===== config.mk =====
export PLATFORM = sky130hd
export DESIGN_NAME = ocdf_ctrl
export DESIGN_NICKNAME = d
export VERILOG_FILES = /design/src/rtl/ocdf_pkg.sv /design/src/rtl/ocdf_ctrl.sv
export SDC_FILE = /design/constraint.sdc
export NUM_CORES = 1
export LEC_CHECK = 0
export BUFFER_PORTS_ARGS = -buffer_cell sky130_fd_sc_hd__clkbuf_2
export CAP_MARGIN = 20
export CORE_MARGIN = 2
export CORE_UTILIZATION = 50
export CTS_BUF_LIST = sky130_fd_sc_hd__clkbuf_16
export CTS_CLUSTER_SIZE = 24
export DETAILED_ROUTE_END_ITERATION = 16
export GPL_ROUTABILITY_DRIVEN = 0
export HOLD_SLACK_MARGIN = 0.08
export PLACE_DENSITY = 0.76
export SYNTH_ARGS = -nofsm -noshare
export SYNTH_HDL_FRONTEND = slang
export SYNTH_SLANG_ARGS = --single-unit
export TNS_END_PERCENT = 20

===== constraint.sdc =====
create_clock -name clk -period 2.4 [get_ports clk]
set_input_delay 0 -clock clk [delete_from_list [all_inputs] [get_ports clk]]
set_output_delay 0 -clock clk [all_outputs]
set_load 0.02 [all_outputs]

===== src/rtl/ocdf_pkg.sv =====
// Shared types, codes and sizes for the OLED delta flush block.
// Used by the interfaces, the controller, the datapath and the top level.
package ocdf_pkg;

	localparam int FRAME_MAX = 1024;
	localparam int CHUNK_MAX = 64;

	localparam int FRAME_AW  = $clog2(FRAME_MAX);
	localparam int SHADOW_AW = FRAME_AW + 1;
	localparam int CUR_W     = FRAME_AW + 1;
	localparam int CHUNK_AW  = $clog2(CHUNK_MAX);
	localparam int CNT_W     = CHUNK_AW + 1;
	localparam int CMP_W     = ((CUR_W > 11) ? CUR_W : 11) + 1;
	localparam int DIV_CW    = $clog2(CUR_W) + 1;

	localparam logic [7:0] PAGE_CMD       = 8'hB0;
	localparam logic [7:0] START_LINE_CMD = 8'h40;
	localparam logic [7:0] FLIP_LINE      = 8'd32;
	localparam logic [7:0] COL_HIGH_CMD   = 8'h10;
	localparam logic [7:0] NIBBLE_MASK    = 8'h0F;

	typedef enum logic [1:0] {
		MODE_WRITE = 2'd0,
		MODE_FLUSH = 2'd1,
		MODE_ACK   = 2'd2,
		MODE_CLEAR = 2'd3
	} mode_t;

	typedef enum logic [2:0] {
		KIND_HEADER = 3'd0,
		KIND_DATA   = 3'd1,
		KIND_FLIP   = 3'd2,
		KIND_DONE   = 3'd3,
		KIND_STATUS = 3'd4
	} kind_t;

	typedef enum logic [1:0] {
		PEND_NONE  = 2'd0,
		PEND_CHUNK = 2'd1,
		PEND_FLIP  = 2'd2
	} pend_t;

	typedef enum logic [2:0] {
		CFG_PANEL_WIDTH   = 3'd0,
		CFG_FRAME_BYTES   = 3'd1,
		CFG_CHUNK_BYTES   = 3'd2,
		CFG_COLUMN_OFFSET = 3'd3,
		CFG_PAGE_FLIP     = 3'd4,
		CFG_PANEL_PAGES   = 3'd5,
		CFG_SHADOW_ENABLE = 3'd6
	} cfg_index_t;

	typedef enum logic [1:0] {
		SEL_DATA   = 2'd0,
		SEL_FLIP   = 2'd1,
		SEL_DONE   = 2'd2,
		SEL_STATUS = 2'd3
	} out_sel_t;

	typedef struct packed {
		logic [1:0] mode;
		logic [9:0] fb_address;
		logic [7:0] fb_data;
		logic       bus_ok;
	} item_t;

	typedef struct packed {
		logic [2:0] kind;
		logic [7:0] page_command;
		logic [7:0] column_low_command;
		logic [7:0] column_high_command;
		logic [7:0] data_byte;
		logic       last;
	} result_t;

	typedef struct packed {
		logic     fb_write;
		logic     ack_apply;
		logic     clear_apply;
		logic     flush_init;
		logic     div_step;
		logic     span_calc;
		logic     cmp_read;
		logic     j_inc;
		logic     j_clr;
		logic     skip_adv;
		logic     emit_read;
		logic     emit_load;
		logic     chunk_set;
		logic     fend_apply;
		logic     copy_read;
		logic     copy_write;
		logic     clr_write;
		logic     out_load;
		out_sel_t out_sel;
	} cmd_t;

	typedef struct packed {
		logic frame_end;
		logic skip_on;
		logic last_j;
		logic eq;
		logic div_last;
		logic out_free;
		logic clr_last;
		logic copy_last;
		logic copy_needed;
	} sts_t;

endpackage


===== src/rtl/ocdf_ctrl.sv =====
// Sequencing state machine of the OLED delta flush block.
// Depends on ocdf_pkg; drives the datapath through cmd_t and reads sts_t.
module ocdf_ctrl import ocdf_pkg::*; (
	input  logic       clk,
	input  logic       arst_n,
	input  logic       in_valid,
	input  logic [1:0] in_mode,
	output logic       in_ready,
	input  sts_t       sts,
	output cmd_t       cmd
);

	typedef enum logic [11:0] {
		ST_IDLE = 12'b0000_0000_0001,
		ST_DIV  = 12'b0000_0000_0010,
		ST_SPAN = 12'b0000_0000_0100,
		ST_CRD  = 12'b0000_0000_1000,
		ST_CCMP = 12'b0000_0001_0000,
		ST_ERD  = 12'b0000_0010_0000,
		ST_EOUT = 12'b0000_0100_0000,
		ST_FEND = 12'b0000_1000_0000,
		ST_CPRD = 12'b0001_0000_0000,
		ST_CPWR = 12'b0010_0000_0000,
		ST_CLR  = 12'b0100_0000_0000,
		ST_STAT = 12'b1000_0000_0000
	} state_t;

	state_t state_q, state_d;

	always_ff @(posedge clk or negedge arst_n) begin
		if (!arst_n) begin
			state_q <= ST_IDLE;
		end else begin
			state_q <= state_d;
		end
	end

	always_comb begin
		cmd = '0;
		state_d = state_q;
		in_ready = 1'b0;
		unique case (state_q)
			ST_IDLE: begin
				in_ready = 1'b1;
				if (in_valid) begin
					unique case (in_mode)
						MODE_WRITE: begin
							cmd.fb_write = 1'b1;
						end
						MODE_FLUSH: begin
							cmd.flush_init = 1'b1;
							state_d = ST_DIV;
						end
						MODE_ACK: begin
							cmd.ack_apply = 1'b1;
							cmd.j_clr = 1'b1;
							state_d = sts.copy_needed ? ST_CPRD : ST_STAT;
						end
						default: begin
							cmd.clear_apply = 1'b1;
							state_d = ST_CLR;
						end
					endcase
				end
			end
			ST_DIV: begin
				cmd.div_step = 1'b1;
				if (sts.div_last) state_d = ST_SPAN;
			end
			ST_SPAN: begin
				cmd.span_calc = 1'b1;
				if (sts.frame_end) state_d = ST_FEND;
				else if (sts.skip_on) state_d = ST_CRD;
				else state_d = ST_ERD;
			end
			ST_CRD: begin
				cmd.cmp_read = 1'b1;
				state_d = ST_CCMP;
			end
			ST_CCMP: begin
				if (!sts.eq) begin
					cmd.j_clr = 1'b1;
					state_d = ST_ERD;
				end else if (sts.last_j) begin
					cmd.skip_adv = 1'b1;
					state_d = ST_SPAN;
				end else begin
					cmd.j_inc = 1'b1;
					state_d = ST_CRD;
				end
			end
			ST_ERD: begin
				cmd.emit_read = 1'b1;
				state_d = ST_EOUT;
			end
			ST_EOUT: begin
				if (sts.out_free) begin
					cmd.emit_load = 1'b1;
					cmd.out_load = 1'b1;
					cmd.out_sel = SEL_DATA;
					if (sts.last_j) begin
						cmd.chunk_set = 1'b1;
						state_d = ST_IDLE;
					end else begin
						cmd.j_inc = 1'b1;
						state_d = ST_ERD;
					end
				end
			end
			ST_FEND: begin
				if (sts.out_free) begin
					cmd.fend_apply = 1'b1;
					cmd.out_load = 1'b1;
					cmd.out_sel = SEL_FLIP;
					state_d = ST_IDLE;
				end
			end
			ST_CPRD: begin
				cmd.copy_read = 1'b1;
				state_d = ST_CPWR;
			end
			ST_CPWR: begin
				cmd.copy_write = 1'b1;
				if (sts.copy_last) begin
					state_d = ST_STAT;
				end else begin
					cmd.j_inc = 1'b1;
					state_d = ST_CPRD;
				end
			end
			ST_CLR: begin
				cmd.clr_write = 1'b1;
				if (sts.clr_last) state_d = ST_STAT;
			end
			ST_STAT: begin
				if (sts.out_free) begin
					cmd.out_load = 1'b1;
					cmd.out_sel = SEL_STATUS;
					state_d = ST_IDLE;
				end
			end
			default: begin
				state_d = ST_IDLE;
			end
		endcase
	end

endmodule


# After elaboration in Yosys (flattened, before gate mapping)
# Index checks and enable logic that the tools add are counted.
# op_classes
n_eq_ne	20
n_mux	47
reduce_logical	4
# op_table
cell	count
$pmux W12 S11	1
$mux W12	9
$pmux W12 S3	1
$mux W1	23
$eq A12 B1 Y1 const B	1
$eq A12 B10 Y1 const B	1
$eq A12 B11 Y1 const B	1
$eq A12 B12 Y1 const B	1
$eq A12 B2 Y1 const B	1
$eq A12 B3 Y1 const B	1
$eq A12 B4 Y1 const B	1
$eq A12 B5 Y1 const B	1
$eq A12 B6 Y1 const B	1
$eq A12 B7 Y1 const B	1
$eq A12 B8 Y1 const B	1
$eq A12 B9 Y1 const B	1
$mux W4	3
$mux W6	2
$ne A2 B2 Y1 const B	5
$mux W3	3
$pmux W3 S3	1
$reduce_and A6 Y1	1
$mux W2	2
$pmux W1 S3	1
other kinds (7)	7
# totals
regBits	12
input_bits	14
output_inout_bits	21
elab_cells	72

# Longest topological paths before layout
# Gate-level depths: netlist of run 1.
# logic_depth
depth_word	5
mapped_depth	7
mapped_depth_nobuf	7

# Worst setup path after synthesis of run 1
# No wires, ideal clock.
# synth_timing
path_kind	flip-flop to output port
startpoint	register state_q[8]
endpoint	output port cmd[11] (netlist name)
arrival_ps	1964
required_time_ps	2400
slack_ps	436
stages_incl_launch_ff	7
n_path_buf	1
cell_sequence	dfrtp_1 > buf_4 > nor4_4 > nand3_2 > nor2_2 > and3_1 > nand2b_1
# synth_lines
element	line_no	text
start: declaration	ocdf_ctrl.sv:28	state_t state_q, state_d;
start signal: assignment	ocdf_ctrl.sv:34	state_q <= state_d;
end: declaration	ocdf_ctrl.sv:10	output cmd_t cmd

==> results of run 1 <==
worst min-delay path by stage:
| stage | slack [ps] | from | endpoint |
|---|---|---|---|
| 4_1_cts | 100 | sts[5] | state_q[3]$_DFFE_PN0P_ |
| 6_report | 100 | sts[5] | state_q[3]$_DFFE_PN0P_ |
| 3_3_place_gp | -90 | arst_n | state_q[1]$_DFFE_PN0P_ |
| 2_1_floorplan | -300 | arst_n | state_q[10]$_DFFE_PN0P_ |
| 3_5_place_dp | -90 | arst_n | state_q[1]$_DFFE_PN0P_ |
| 5_1_grt | 140 | sts[5] | state_q[3]$_DFFE_PN0P_ |
metal layers:
layer / track usage [%] / routed length [um] / vias to the layer above / share of wire [%]
li1: - / - / 536 / -
met1: 30.0 / 1150 / 504 / 41
met4: 8.11 / 56 / 0 / 2.0
met5: 0 / 0 / - / 0
met2: 41.8 / 1340 / 59 / 48
met3: 3.22 / 241 / 8 / 8.7
cells in the mapped netlist (all sizes together), types with 4 or more instances:
master,n
inv,11
dfrtp,11
nor2,11
nand2b,5
nor4b,6
ha,5
nor3,7
buf,6
and3,6
o21ai,8
a21oi,5
xor2,4
nand3,5
cell families (layout without fill, tap and decap cells):
logic type / after synthesis / count (layout) / share of synthesized area, %
and+or+nand+nor: 60 / 60 / 39.4
AOI/OAI and AO/OA: 26 / 26 / 15.2
buffers and inverters: 17 / 55 / 7.27
DFF: 12 / 12 / 27.4
adders and majority gates: 5 / 5 / 5.68
xor gates and xnor gates: 4 / 4 / 3.18
muxes: 2 / 2 / 1.82
worst min-delay path, delay by kind of cell:
family,cells,cell delay (ps)
AO/OA/AOI/OAI,1,50
buffers and inverters,3,200
AND/OR/NAND/NOR,1,60
power by group through the flow:
stage	Combinational (uW)	Clock (uW)	Sequential, uW
global route	658	316	338
CTS	593	307	330
floorplan	506	0	267
global placement	571	0	327
detailed placement	577	0	331
finish	597	306	332
timing repair:
action | CTS | global route
endpoints found under the hold margin | 16 | 0
setup buffers | 0 | 0
hold buffers | 6 | 0
final cells by class:
type	count	area, sq um
flip-flops and latches	12	302
clock inverters	1	3.75
fillers	160	617
multi-input cells	97	719
well taps	27	33.8
clock buffers	3	75.1
inverters	11	41.3
repair buffers	40	230
metrics by stage:
step	util (%)	hold WS, ps	total power (uW)	instances
final	69.5	97.2	1240	191
after floorplan	-	-296	773	126
after global routing	69.5	137	1310	191
after global placement	62.6	-94.5	898	181
after detailed placement	62.6	-91.3	908	181
after CTS	69.5	101	1230	191
==> run metrics, run 1 <==
Setup crit end kind=primary output; Final Hold Vio Count=0; H-tree lvl count=1; design area=1410 sq um; max-cap viol count=0; Rel. slew slack=67.2%; CP endpoint=cmd[11]; clock share of power=24.8%; CTS Buffer Depth=2; peak supply drop=0.644 mV; cell count after synthesis=126; Final ANT Viol Nets=0; Clk Latency, worst-skew pair=240 ps; Critical Path Max Stage Delay=530 ps; worst min-delay path category=input pin to flop; RR Endpoint=state_q[3]$_DFFE_PN0P_; Leakage Power=0.000696 uW; core outline area=2020 sq um; TritonCTS buffer count=3; DR pass1 iterations=4; Synth Warn #=0; # IOs=35; CP Cell Sequence=nor4_4 > nand3_2 > nor2_2 > and3_1 > nand2b_1 > clkbuf_2; CTS tree=done; clk sinks=12; critical path launch point type=flop; layout cell share with drive strength beyond 1=29.3%; worst-path fanout max=8; Top delay family on crit path=simple AND/OR/NAND/NOR gates; Yosys reg bits=12; Die Area=2590 sq um; Worst-path clk slew=40 ps; most frequent cells in the layout=clkbuf_2 (34), inv_1 (12), dfrtp_1 (11), nor2_1 (10); # setup viols final=0; GRT overflow=0; Final min period=2170 ps; Inserted Diodes=0; Final Max Tran Viols=0; Tot GR Track Use=23.9%; via/cell ratio=5.80; Mean Syn Cell Area=8.74 sq um; CTS root buf=clkbuf_16; worst reg2reg path startpoint=state_q[5]$_DFFE_PN0P_; Reg2Reg Depth=6; total number of vias=1107; Comb pwr share=48.4%; Worst Tran Pin Value=489 ps; final net count=184; Post-synth ARST share=100%; PD cells=879 nW/um^2; Post-DP Area=1270 sq um; Bufs and invs on worst path=1; Final WS setup=228 ps; Distinct cells, synth=44; Syn-to-layout area delta=27.6%; pre-CTS setup slack=498 ps; sw power=544 uW; cts repair resizes=0; top cell type's share of synthesized area=25.0%; Reg with most FFs=state_q; Die W=50.9 um; Worst EP arrival=2170 ps; crit share post-route=90.5%; I/O Buffers=34; Die Span Y=50.9 um; Synth Cell Area=1100 sq um; top flop regs=state_q: 12 flops; Post-Route WL=2.79 mm; Seq/Total Area, Yosys=27.4%; Slowest-stage cell, CP=nor4_4; Largest register FFs=12; switching share of total power=44.0%; Syn Nets=145; initial detailed-routing violation count=35; Synth Flop Type=dfrtp_1; Starting Density=54.5%; largest area contributor in the netlist=dfrtp_1; status=finished clean; Seq pwr share=26.9%; DRC violations left=0; Worst Path Required=2400 ps; dpl hpwl=2.04 mm; EDFF count, synth=0; pin count of the biggest net entering global routing=13; most common cell after layout, fill and taps aside=clkbuf_2; Peak Freq=460 MHz; WL per Instance=14.6 um; Setup crit start=state_q[5]$_DFFE_PN0P_; Worst path depth=6; antenna violations before repair=0; setup slack, reg-to-reg=280 ps; Fin Clk Skew=2.23 ps; worst hold stages=5; FP Rows=16; critical path class=flop to primary output; global-route wire length before repair=4.64 mm; Setup TNS Final=0 ps; vias in the first global route=1021; synth top area cells=dfrtp_1 (25%), nor4_4 (5.8%), ha_1 (5.7%); Cell Int Power=691 uW; unrepaired setup endpoints after global routing=false
No activity file was read; power rests on OpenSTA's default activity.
==> inputs of run 2 (changes only) <==
- CTS_BUF_LIST: sky130_fd_sc_hd__clkbuf_16 -> unset
==> run 2 against run 1 <==
Compared with the run above: design area increased by 0.71%; core utilization is 0.50 points higher; worst setup slack lost 130 ps.
==> run metrics, run 2 (synthesis results as in run 1) <==
Die Span Y=50.9 um (unchanged); critical path class=flop to flop (was flop to primary output); Rel. slew slack=66.8% (was 67.2%); Power Total=1110 uW (was 1240 uW); M1 GR Usage=29.3% (was 30.0%); worst-path fanout max=7 (was 8); Largest register FFs=12 (unchanged); most used routing layer=met2 (unchanged); Worst Path Required=2560 ps (was 2400 ps); CTS Buffer Depth=2 (unchanged); design area=1420 sq um (was 1410 sq um); DRC violations left=0 (unchanged); antenna violations before repair=0 (unchanged); Die Area=2590 sq um (unchanged); Final Hold Vio Count=0 (unchanged); Clk Latency, worst-skew pair=270 ps (was 240 ps); core outline area=2020 sq um (unchanged); met2 Track Usage GR=39.4% (was 41.8%); I/O Buffers=34 (unchanged); most frequent cells in the layout=clkbuf_2 (34), inv_1 (11), dfrtp_1 (11), nor2_1 (10), dlygate4sd3_1 (8) (was clkbuf_2 (34), inv_1 (12), dfrtp_1 (11), nor2_1 (10)); pin count of the biggest net entering global routing=13 (unchanged); Setup crit end kind=flop (was primary output); Worst EP arrival=2460 ps (was 2170 ps); DR pass1 iterations=4 (unchanged); vias in the first global route=1003 (was 1021); pre-CTS setup slack=498 ps (unchanged); worst hold stages=4 (was 5); worst min-delay path category=input pin to flop (unchanged); crit share post-route=95.9% (was 90.5%); # IOs=35 (unchanged); Inserted Diodes=0 (unchanged); clk sinks=12 (unchanged); total number of vias=1139 (was 1107); met3 usage=2.05% (was 3.22%); Worst Tran Pin Value=494 ps (was 489 ps); peak supply drop=0.691 mV (was 0.644 mV); Worst-path clk slew=70 ps (was 40 ps); Final Max Tran Viols=0 (unchanged); most common cell after layout, fill and taps aside=clkbuf_2 (unchanged); Final min period=2300 ps (was 2170 ps); top flop regs=state_q: 12 flops (unchanged); H-tree lvl count=1 (unchanged); layout cell share with drive strength beyond 1=30.6% (was 29.3%); PD cells=787 nW/um^2 (was 879 nW/um^2); global-route wire length before repair=4.50 mm (was 4.64 mm); Fin Clk Skew=1.02 ps (was 2.23 ps); # setup viols final=0 (unchanged); WL per Instance=14.0 um (was 14.6 um); initial detailed-routing violation count=41 (was 35); status=finished clean (unchanged); Die W=50.9 um (unchanged); Post-DP Area=1270 sq um (unchanged); Final WS setup=99.1 ps (was 228 ps); dpl hpwl=2.04 mm (unchanged); via/cell ratio=5.78 (was 5.80); max-cap viol count=0 (unchanged); CTS root buf=clkbuf_4 (was clkbuf_16); Leakage Power=0.000698 uW (was 0.000696 uW); Tot GR Track Use=22.6% (was 23.9%); Post-Route WL=2.75 mm (was 2.79 mm); final net count=190 (was 184); CTS tree=done (unchanged); TritonCTS buffer count=3 (unchanged); Starting Density=54.5% (unchanged); Reg2Reg Depth=6 (unchanged); Reg with most FFs=state_q (unchanged); Peak Freq=435 MHz (was 460 MHz); Final ANT Viol Nets=0 (unchanged); Syn-to-layout area delta=28.5% (was 27.6%); critical path launch point type=flop (unchanged); GRT overflow=0 (unchanged); FP Rows=16 (unchanged)
## run 2: cell count changes in the layout (fill, tap and decap cells not counted), sizes merged
| cell | before | now |
|---|---|---|
| inv | 12 | 11 |
| clkbuf | 37 | 38 |
| dlygate4sd3 | 6 | 8 |
| buf | 0 | 4 |
## run 2: what timing repair did
item                                    4_1_cts  5_1_grt
hold buffers                                  8        0
endpoints found under the setup margin        0        2
buffers inserted                              0        4
resized for setup                             0        2
hold endpoints to repair                     17        0
## run 2: per-stage QoR
stage	hold slack (ps)	utilization (%)	setup TNS [ps]	cells
final	97.9	70.0	0	197
after global routing	107	70.0	-6.82	197
after CTS	99.1	67.9	0	193
after detailed placement	-91.3	62.6	0	181
after global placement	-94.5	62.6	0	181
after floorplan	-296	-	0	126
## run 2: layout make-up
class	instances	area, sq um
Clock buffer	4	26.3
Fill cell	161	607
Inverter	11	41.3
Multi-Input combinational cell	97	732
Sequential cell	12	302
Tap cell	27	33.8
Timing Repair Buffer	46	280
## run 2: path summary, 6_finish.rpt
kind | start | to | slack (ps)
max | state_q[2]$_DFFE_PN0P_ | state_q[8]$_DFFE_PN0P_ | 100
min | sts[4] | state_q[1]$_DFFE_PN0P_ | 100
max reg2reg | state_q[2]$_DFFE_PN0P_ | state_q[8]$_DFFE_PN0P_ | 100
min reg2reg | state_q[0]$_DFFE_PN1P_ | state_q[0]$_DFFE_PN1P_ | 670
max in group asynchronous | arst_n | state_q[0]$_DFFE_PN1P_ | 1970
min in group asynchronous | arst_n | state_q[1]$_DFFE_PN0P_ | 140
## run 2: metal layers
layer	wire [um]	share of wire (%)
met4	40	1.5
met3	135	4.9
met5	0	0
met2	1340	49
met1	1230	45
## run 2: worst max-delay path, stage by stage (launching register included)
cell and delay (ps):
dfrtp_1 470, nor4_4 450, nand3_1 160, o31a_1 370, nand2_4 130, a21oi_1 50, dlygate4sd3_1 550
## run 2: where the power goes
| group | internal [uW] | switching (uW) |
|---|---|---|
| Combinational | 266 | 386 |
| Clock | 64.4 | 68.2 |
| Sequential | 240 | 89.3 |
| Total | 571 | 543 |
